$ cat config.mk
export PLATFORM = sky130hd
export DESIGN_NAME = magnetic_door_state_detector
export DESIGN_NICKNAME = d
export VERILOG_FILES = /design/src/rtl/mdsd_pkg.sv /design/src/rtl/magnetic_door_state_detector.sv
export SDC_FILE = /design/constraint.sdc
export NUM_CORES = 2
export LEC_CHECK = 0
export BUFFER_PORTS_ARGS = -buffer_cell sky130_fd_sc_hd__buf_2
export CAP_MARGIN = 10
export CORE_MARGIN = 1.5
export CORE_UTILIZATION = 44
export DETAILED_ROUTE_END_ITERATION = 10
export GPL_TIMING_DRIVEN = 0
export SYNTH_ARGS = -nofsm -noshare
export SYNTH_HDL_FRONTEND = slang
export SYNTH_SLANG_ARGS = --single-unit
export TNS_END_PERCENT = 30
$ cat constraint.sdc
create_clock -name clock -period 7 [get_ports clock]
set_input_delay 0.35 -clock clock [delete_from_list [all_inputs] [get_ports clock]]
set_output_delay 0.35 -clock clock [all_outputs]
set_load 0.01 [all_outputs]
$ cat src/rtl/mdsd_pkg.sv
`default_nettype none
// ----------------------------------------------------------------------------
// mdsd_pkg: shared constants for the magnetic door state detector
// Field widths, configuration register indexes, reset values and phase codes.
// ----------------------------------------------------------------------------
package mdsd_pkg;

   localparam int AXIS_W   = 17;
   localparam int SQ_W     = 2 * AXIS_W;      // squared axis sum width
   localparam int MAG_W    = 17;
   localparam int DELTA_W  = 16;
   localparam int NEED_W   = 4;
   localparam int ODELTA_W = 17;
   localparam int PHASE_W  = 2;

   localparam int REQ_DATA_W = 56;            // 3 x 17 bits, padded to bytes
   localparam int RSP_DATA_W = 48;            // 42 bits, padded to bytes
   localparam int CSR_IDX_W  = 2;
   localparam int CSR_DATA_W = 17;

   typedef logic signed [AXIS_W-1:0] axis_type;
   typedef logic [MAG_W-1:0]         mag_type;

   // configuration register indexes
   localparam logic [CSR_IDX_W-1:0] REG_STABLE_DELTA  = 2'd0;
   localparam logic [CSR_IDX_W-1:0] REG_STABLE_NEEDED = 2'd1;
   localparam logic [CSR_IDX_W-1:0] REG_OPEN_DELTA    = 2'd2;

   localparam logic [DELTA_W-1:0]  RST_STABLE_DELTA  = 16'd10;
   localparam logic [NEED_W-1:0]   RST_STABLE_NEEDED = 4'd5;
   localparam logic [ODELTA_W-1:0] RST_OPEN_DELTA    = 17'd250;

   // detector phase
   localparam logic [PHASE_W-1:0] PH_WAIT = 2'd0;
   localparam logic [PHASE_W-1:0] PH_CAL  = 2'd1;
   localparam logic [PHASE_W-1:0] PH_MON  = 2'd2;

endpackage
`default_nettype wire

$ cat src/rtl/magnetic_door_state_detector.sv
`default_nettype none
// ----------------------------------------------------------------------------
// magnetic_door_state_detector: door open/close detection from a magnetometer
// One sample per req transfer, one result per sample on the rsp side.
// ----------------------------------------------------------------------------
// Usage:
//   req_* carries one three-axis sample (x, y, z in tdata). The block takes a
//   sample only when idle; req_tready drops for the whole computation.
//   rsp_* returns one result per sample: door state, change flag, phase,
//   stable samples left, sample magnitude and latched baseline magnitude.
//   csr_* writes the three configuration registers; csr_ready is always high.
//   Write them only while no sample is in flight.
// Sequence:
//   Magnitudes come from one 17x17 squarer and a radix-4 root iteration. A
//   sample is registered on its transfer, then passes through the square,
//   root and done states; the sample that ends calibration also computes the
//   baseline magnitude on the same unit in a second square and root pass. A
//   new sample is taken the cycle after the result is loaded into the output
//   register, so no sample is taken until the previous one is through.
// Reset: synchronous, active high; phase returns to awaiting first sample,
//   door closed, registers to their defaults, no result pending.
// Stall: a result waits in the output register while rsp_tready is low; the
//   next sample is still taken and computed, then holds until the slot frees.
// ----------------------------------------------------------------------------
module magnetic_door_state_detector (
   input  wire                                clock,
   input  wire                                reset,
   // x [16:0], y [33:17], z [50:34], zero pad above
   input  wire [mdsd_pkg::REQ_DATA_W-1:0]     req_tdata,
   input  wire                                req_tvalid,
   output logic                               req_tready,
   // door_open [0], state_changed [1], phase_now [3:2], stable_left [7:4],
   // field_magnitude [24:8], baseline_magnitude [41:25], zero pad above
   output logic [mdsd_pkg::RSP_DATA_W-1:0]    rsp_tdata,
   output logic                               rsp_tvalid,
   input  wire                                rsp_tready,
   input  wire                                csr_valid,
   output logic                               csr_ready,
   input  wire  [mdsd_pkg::CSR_IDX_W-1:0]     csr_index,
   input  wire  [mdsd_pkg::CSR_DATA_W-1:0]    csr_data
);
   import mdsd_pkg::*;

   localparam logic [1:0] S_IDLE = 2'd0;
   localparam logic [1:0] S_SQR  = 2'd1;
   localparam logic [1:0] S_ROOT = 2'd2;
   localparam logic [1:0] S_DONE = 2'd3;

   localparam int ROOT_STEPS = SQ_W / 2;
   localparam int REM_W      = MAG_W + 1;

   // control
   logic [1:0] state_ff, state_in;
   logic [4:0] step_ff, step_in;
   logic       pass_ff, pass_in;
   logic       rsp_valid_ff, rsp_valid_in;

   // configuration
   logic [DELTA_W-1:0]  stable_delta_ff;
   logic [NEED_W-1:0]   stable_needed_ff;
   logic [ODELTA_W-1:0] open_delta_ff;

   // detector state
   logic [PHASE_W-1:0] phase_ff, phase_in;
   axis_type           base_x_ff, base_y_ff, base_z_ff;
   logic [NEED_W-1:0]  count_ff, count_in;
   mag_type            base_mag_ff;
   logic               open_ff, open_in;

   // datapath
   axis_type                smp_x_ff, smp_y_ff, smp_z_ff;
   logic [SQ_W-1:0]         prod_ff;
   logic [SQ_W-1:0]         rad_ff;
   logic [REM_W-1:0]        rem_ff;
   mag_type                 root_ff;
   mag_type                 mag_ff;
   logic [RSP_DATA_W-1:0]   rsp_data_ff;

   // -------------------------------------------------------------------------
   // shared squarer and root step
   axis_type                op_c;
   logic signed [SQ_W-1:0]  sq_c;
   logic [REM_W+1:0]        rem_sh_c, trial_c;
   logic                    root_ge_c;
   logic [REM_W-1:0]        rem_next_c;
   mag_type                 root_next_c;

   always_comb begin
      op_c = '0;
      case (step_ff[1:0])
         2'd0:    op_c = pass_ff ? base_x_ff : smp_x_ff;
         2'd1:    op_c = pass_ff ? base_y_ff : smp_y_ff;
         2'd2:    op_c = pass_ff ? base_z_ff : smp_z_ff;
         default: op_c = '0;
      endcase
   end

   assign sq_c        = SQ_W'(op_c) * SQ_W'(op_c);
   assign rem_sh_c    = {rem_ff, rad_ff[SQ_W-1 -: 2]};
   assign trial_c     = {1'b0, root_ff, 2'b01};
   assign root_ge_c   = rem_sh_c >= trial_c;
   assign rem_next_c  = root_ge_c ? REM_W'(rem_sh_c - trial_c) : REM_W'(rem_sh_c);
   assign root_next_c = {root_ff[MAG_W-2:0], root_ge_c};

   // -------------------------------------------------------------------------
   // calibration stability check
   function automatic logic near_axis(axis_type b, axis_type s, logic [DELTA_W-1:0] d);
      logic signed [AXIS_W:0] diff;
      logic [AXIS_W:0]        mag;
      diff = {b[AXIS_W-1], b} - {s[AXIS_W-1], s};
      mag  = diff[AXIS_W] ? (AXIS_W+1)'(-diff) : diff;
      return mag < {2'b00, d};
   endfunction

   logic              stable_c;
   logic [NEED_W-1:0] count_inc_c;
   logic              complete_c;

   assign stable_c    = near_axis(base_x_ff, smp_x_ff, stable_delta_ff)
                      && near_axis(base_y_ff, smp_y_ff, stable_delta_ff)
                      && near_axis(base_z_ff, smp_z_ff, stable_delta_ff);
   assign count_inc_c = count_ff + 1'b1;
   assign complete_c  = (phase_ff == PH_CAL) && stable_c
                      && (count_inc_c >= stable_needed_ff || count_inc_c == '0);

   // -------------------------------------------------------------------------
   // end of item: door decision and state update
   logic signed [MAG_W+1:0] thr_c, mag_s_c;
   logic                    changed_c;
   logic                    load_base_c;
   logic [NEED_W-1:0]       left_c;
   logic                    out_free_c;

   assign thr_c      = $signed({2'b00, base_mag_ff}) - $signed({2'b00, open_delta_ff});
   assign mag_s_c    = $signed({2'b00, mag_ff});
   assign out_free_c = !rsp_valid_ff || rsp_tready;

   always_comb begin
      phase_in    = phase_ff;
      count_in    = count_ff;
      open_in     = open_ff;
      changed_c   = 1'b0;
      load_base_c = 1'b0;
      case (phase_ff)
         PH_MON: begin
            if (open_ff) begin
               if (mag_s_c >= thr_c) begin
                  open_in   = 1'b0;
                  changed_c = 1'b1;
               end
            end else if (mag_s_c <= thr_c) begin
               open_in   = 1'b1;
               changed_c = 1'b1;
            end
         end
         PH_CAL: begin
            if (stable_c) begin
               count_in = count_inc_c;
               if (complete_c) phase_in = PH_MON;
            end else begin
               count_in    = '0;
               load_base_c = 1'b1;
            end
         end
         default: begin
            load_base_c = 1'b1;
            count_in    = '0;
            phase_in    = PH_CAL;
         end
      endcase
      left_c = '0;
      if (phase_in == PH_CAL && stable_needed_ff > count_in)
         left_c = stable_needed_ff - count_in;
   end

   // -------------------------------------------------------------------------
   // sequencer
   always_comb begin
      state_in     = state_ff;
      step_in      = step_ff;
      pass_in      = pass_ff;
      rsp_valid_in = rsp_valid_ff && !rsp_tready;
      unique case (state_ff)
         S_IDLE: begin
            if (req_tvalid) begin
               state_in = S_SQR;
               step_in  = '0;
               pass_in  = 1'b0;
            end
         end
         S_SQR: begin
            step_in = step_ff + 1'b1;
            if (step_ff[1:0] == 2'd3) begin
               state_in = S_ROOT;
               step_in  = '0;
            end
         end
         S_ROOT: begin
            step_in = step_ff + 1'b1;
            if (step_ff == 5'(ROOT_STEPS - 1)) begin
               step_in = '0;
               if (!pass_ff && complete_c) begin
                  state_in = S_SQR;
                  pass_in  = 1'b1;
               end else begin
                  state_in = S_DONE;
               end
            end
         end
         S_DONE: begin
            if (out_free_c) begin
               state_in     = S_IDLE;
               rsp_valid_in = 1'b1;
            end
         end
         default: state_in = S_IDLE;
      endcase
   end

   always_ff @(posedge clock) begin
      if (reset) begin
         state_ff         <= S_IDLE;
         step_ff          <= '0;
         pass_ff          <= 1'b0;
         rsp_valid_ff     <= 1'b0;
         stable_delta_ff  <= RST_STABLE_DELTA;
         stable_needed_ff <= RST_STABLE_NEEDED;
         open_delta_ff    <= RST_OPEN_DELTA;
         phase_ff         <= PH_WAIT;
         base_x_ff        <= '0;
         base_y_ff        <= '0;
         base_z_ff        <= '0;
         count_ff         <= '0;
         base_mag_ff      <= '0;
         open_ff          <= 1'b0;
      end else begin
         state_ff     <= state_in;
         step_ff      <= step_in;
         pass_ff      <= pass_in;
         rsp_valid_ff <= rsp_valid_in;

         if (csr_valid) begin
            case (csr_index)
               REG_STABLE_DELTA:  stable_delta_ff  <= csr_data[DELTA_W-1:0];
               REG_STABLE_NEEDED: stable_needed_ff <= csr_data[NEED_W-1:0];
               REG_OPEN_DELTA:    open_delta_ff    <= csr_data[ODELTA_W-1:0];
               default: ;
            endcase
         end

         if (state_ff == S_ROOT && step_ff == 5'(ROOT_STEPS - 1) && pass_ff)
            base_mag_ff <= root_next_c;

         if (state_ff == S_DONE && out_free_c) begin
            phase_ff <= phase_in;
            count_ff <= count_in;
            open_ff  <= open_in;
            if (load_base_c) begin
               base_x_ff <= smp_x_ff;
               base_y_ff <= smp_y_ff;
               base_z_ff <= smp_z_ff;
            end
         end
      end
   end

   // payload registers
   always_ff @(posedge clock) begin
      if (state_ff == S_IDLE && req_tvalid) begin
         smp_x_ff <= req_tdata[AXIS_W-1:0];
         smp_y_ff <= req_tdata[2*AXIS_W-1:AXIS_W];
         smp_z_ff <= req_tdata[3*AXIS_W-1:2*AXIS_W];
      end

      if (state_ff == S_SQR) begin
         prod_ff <= $unsigned(sq_c);
         if (step_ff[1:0] == 2'd0) rad_ff <= '0;
         else                      rad_ff <= rad_ff + prod_ff;
         rem_ff  <= '0;
         root_ff <= '0;
      end else if (state_ff == S_ROOT) begin
         rad_ff  <= {rad_ff[SQ_W-3:0], 2'b00};
         rem_ff  <= rem_next_c;
         root_ff <= root_next_c;
         if (step_ff == 5'(ROOT_STEPS - 1) && !pass_ff) mag_ff <= root_next_c;
      end

      if (state_ff == S_DONE && out_free_c) begin
         rsp_data_ff <= {6'd0, base_mag_ff, mag_ff, left_c, phase_in, changed_c,
                         (phase_in == PH_MON) ? open_in : 1'b0};
      end
   end

   assign req_tready = (state_ff == S_IDLE);
   assign rsp_tvalid = rsp_valid_ff;
   assign rsp_tdata  = rsp_data_ff;
   assign csr_ready  = 1'b1;

endmodule
`default_nettype wire

Word level (Yosys, flattened, before mapping) --
Index checks and enable logic that the tools add are counted.
Word-level totals: register bits after elaboration 334, output and inout bits 51, bits of input ports 80, word-level logic and storage cells 138
Operators by class: reduce and logical (&&, ||, !) cells 32, equality and inequality tests 18, multiply operators 1, magnitude comparators 8, mux-type cells 40, add/sub/neg operators 12, bitwise logic cells 1
Operators with widths (number):
- 2-to-1 mux 34 bit | 3
- 2-to-1 mux 18 bit | 4
- subtractor 17 x 17 -> 18 bit | 4
- < comparator 18 x 16 -> 1 bit | 3
- negation 18 bit | 3
- 2-to-1 mux 17 bit | 3
- case mux 17 bit (3 select lines) | 1
- adder 34 bit | 1
- multiplier 17 x 17 -> 34 bit | 1
- >= comparator 20 x 19 -> 1 bit | 1
- >= comparator 18 bit | 1
- less-or-equal comparator 18 bit | 1
- subtractor 18 bit | 1
- 2-to-1 mux 5 bit | 3
- case mux 5 bit (3 select lines) | 1
- equality test 2 bit, second input constant | 7
- 2-to-1 mux 2 bit | 7
- logical AND 1 bit | 12
- 2-to-1 mux 1 bit | 12
- equality test 2 x 1 -> 1 bit, second input constant | 5
- AND reduction 2 bit | 5
- inequality test 2 bit, second input constant | 4
- case mux 2 bit (4 select lines) | 1
- case mux 4 bit (2 select lines) | 1
- other kinds (19) | 27

Depth between registers and ports, before layout --
depth after elaboration 13, depth in mapped cells 34, depth with buffers taken out 32

Least setup slack after synthesis --
No wires, ideal clock.
path kind reg2reg, from register step_ff[0], to register prod_ff[30], data pin, clock period less this slack 7.715 ns, setup slack -0.715 ns, path buffers 2, arrival 7.448 ns, cell stages (with the launch flop) 33, library setup time 0.267 ns, required time 6.733 ns, path through dfxtp_1 -> inv_1 -> ha_1 -> clkbuf_1 -> buf_1 -> a222oi_1 -> nand2_1 -> nand2_1 -> nor2_1 -> clkinv_1 -> nor2_1 -> inv_1 -> fa_1 -> fa_1 -> fa_1 -> inv_1 -> fa_1 -> inv_1 -> fa_1 -> inv_1 -> fa_1 -> ha_1 -> nand2_1 -> nand2_1 -> a31oi_1 -> o31ai_1 -> a31oi_1 -> a31oi_1 -> a41o_1 -> o41ai_1 -> o21ai_0 -> a211oi_1 -> nor2_1
Between the ends: word-level cells in the longest chain between the ends 3, elaborated cells on any way between the ends 5, those cells by class mul: 1; eq/ne: 2; mux: 1; reduce/logical: 1
RTL lines:
- start: declaration | line magnetic_door_state_detector.sv:54 | logic [4:0] step_ff, step_in;
- start signal: assignment | line magnetic_door_state_detector.sv:238 | step_ff <= step_in;
- equality test 2 bit, or another cell as far along | line magnetic_door_state_detector.sv:90 | case (step_ff[1:0])
- case mux 17 bit (3 select lines) (*) | line magnetic_door_state_detector.sv:90
- multiplier 17 x 17 -> 34 bit (*) | line magnetic_door_state_detector.sv:98 | assign sq_c = SQ_W'(op_c) * SQ_W'(op_c);
- via sq_c[30] | line magnetic_door_state_detector.sv:82 | logic signed [SQ_W-1:0] sq_c;
- end signal: assignment | line magnetic_door_state_detector.sv:276 | prod_ff <= $unsigned(sq_c);
- end: declaration | line magnetic_door_state_detector.sv:72 | logic [SQ_W-1:0] prod_ff;
The timed path passes the listed nets; every way through them passes the cells marked *. A chain may end at the register's enable or synchronous reset.

Final worst setup path --
from register step_ff[0], to register prod_ff[33], data pin
The elaborated chain is that of the path after synthesis.

==> metrics <==
synthesized area 31540 µm²; most used cell, CP fa_1; CTS Sinks 333; Worst Setup Path Type flip-flop to flip-flop; total gr overflow 0; cell family with most CP delay adder cells; skew final 35.99 ps; vias per std cell 5.352; ANT nets after route 0; Hold/Removal Path Class input pin to flip-flop; Main synth FF type edfxtp_1; Final min period 7507 ps; maxcap violations 0; Root Buffer clkbuf_16; WL per Instance 18.47 µm; Port Buffers 117; hpwl dp 68420 µm; launch point of the worst reg-to-reg path step_ff[0]; Initial Util 44.72%; Design Area, Final 36910 µm²; routed wire length 86400 µm; CTS H-Tree Depth 2; core area 70510 µm²; Crit path required time 7270 ps; Pre-antenna DRT Iters 10; Critical Path Start Type flip-flop; commonest cells in the synthesized netlist inv_1 (493), nand2_1 (309), ha_1 (291); cell row count 97; RSZ-0062 raised after global routing true; io pins 131; Final Wtd Congestion 0.9922; Synth area leaders fa_1 (17%), edfxtp_1 (17%), ha_1 (12%); worst path buffer plus inverter count 9; Die H 270.7 µm; Yosys top cell area share 17.46%; distinct cell type count after synthesis 98; Hold Vio Cnt, Final 0; hold path start csr_data[16]; FILL cells 6499; initial antenna violation count 0; Post-DP Area 33560 µm²; gr usage total 23.51%; Die ar. 73290 µm²; f_max 133.2 MHz; Layout area overhead 17.02%; Clock Pin Slew Worst Setup and Hold Paths 60 ps; Critical-path top delay cell fa_1; Least-Margin Pin Slew 1148 ps; CTS tree yes; Inserted Diodes 0; outcome complete, but fails checks; nets@finish 4354; area of the multi-input gates 21520 µm²; Slew Viols, Final 0; vias in the first global route 24.74k; Ys Warns 0; detailed-route via count 25.03k; number of remaining DRC errors 0; Crit. End Element flip-flop; Reg area 8446 µm²; syn_area_per_cell 9.270 µm²; CP max stage delay 560 ps; Crit path arrival time 7780 ps; post-synthesis sequential area ratio 26.76%; hold_ws 38.23 ps; period utilisation layout 107.2%; Clk Latency, worst-skew pair 580 ps; Crit. Startpoint step_ff[0]; most common cell in the netlist inv_1; largest net degree at the start of global routing 37; post-synthesis async set-or-reset flop share 0%; failing checks negative setup slack; Initial DRC Count 2014; crit-path max FO 6; layout cells sized above 1 13.78%; Worst slew margin 23.30%; width of the die 270.7 µm; synthesized instance count 3402; first-pass GRT wire length 135000 µm; Setup violations, final 14; cell taking the most area after synthesis fa_1; synthesized flop and latch total 333; Max clock buf depth 3; fin worst setup slack -506.9 ps; Post-synth EDFFs 177; TritonCTS Buffers 39
-- logic make-up after synthesis --
group / share of synthesized area (%)
mux: 2.972
simple gates: 14.68
buf+inv: 7.665
other cells: 0.02381
flops: 26.76
compound gates: 14.15
fa+ha+maj: 29.00
xor+xnor: 4.749
-- routing by layer --
| metal | GRT usage, % | routed length, µm | up-vias |
|---|---|---|---|
| met5 | 0 | 0 | - |
| met4 | 7.365 | 2823 | 0 |
| met3 | 4.189 | 5697 | 159 |
| met2 | 37.96 | 38750 | 718 |
| met1 | 32.02 | 39130 | 11990 |
| li1 | - | - | 12160 |
-- registers in the layout, indices dropped and copies added, names as in the netlist, 4 cells and up --
| signal | cells |
|---|---|
| mag_ff | 17 |
| prod_ff | 33 |
| rem_ff | 18 |
| base_z_ff | 17 |
| smp_x_ff | 17 |
| base_x_ff | 17 |
| rsp_tdata | 42 |
| base_y_ff | 17 |
| base_mag_ff | 17 |
| stable_delta_ff | 16 |
| root_ff | 17 |
| stable_needed_ff | 4 |
| count_ff | 4 |
| step_ff | 5 |
| open_delta_ff | 17 |
| rad_ff | 34 |
| smp_z_ff | 17 |
| smp_y_ff | 17 |
-- worst reg2reg max path, delay by kind of cell (launching register included) --
kind | cells | cell delay [ps]
simple gates | 7 | 900
xor+xnor | 1 | 110
buf+inv | 9 | 930
compound gates | 7 | 1650
fa+ha+maj | 8 | 3230
flops | 1 | 380
-- through the flow --
stage	setup WS, ps	setup TNS, ps	std cells	utilization, %
2_1_floorplan	5.298	0	3407	-
3_5_place_dp	-1378	-17780	4469	47.60
5_1_grt	-633.3	-6189	4677	52.34
4_1_cts	-367.0	-2715	4639	51.61
3_3_place_gp	-1422	-17770	4464	47.46
6_report	-506.9	-3184	4677	52.34
-- worst paths after layout --
path	depth (start not counted)	slack, ps	endpoint
setup / recovery	32	-510	prod_ff[33]
hold / removal	3	40	open_delta_ff[16]
setup reg to reg	32	-510	prod_ff[33]
hold reg to reg	2	450	stable_delta_ff[10]
-- final cells by class --
class	instances	area share (%)
Clock inverter	25	0.7357
Clock buffer	45	2.705
Timing Repair Buffer	267	5.306
Sequential cell	333	22.88
Multi-Input combinational cell	2467	58.31
Buffer	103	1.729
Inverter	497	5.143
Tap cell	940	3.187
-- cell usage in the layout (no fill, tap or decap), drive strengths merged, types with 137 or more instances in the layout --
cell type  Yosys  routed
dfxtp        156     156
inv          494     498
fa           275     275
buf           30     249
edfxtp       177     177
nor2         280     280
ha           291     291
nand2b       137     137
a21oi        189     189
nand2        309     309
-- what timing repair did --
item,4_1_cts,5_1_grt
resized for setup,150,80
hold endpoints to repair,51,0
endpoints found under the setup margin,24,19
hold buffers,51,0
gates cloned,2,1
pin swaps,88,78
setup buffers,55,37
Power is left out: the tool's default activity adds up to more than one toggle a clock period on the data nets, which glitch-free logic cannot reach.
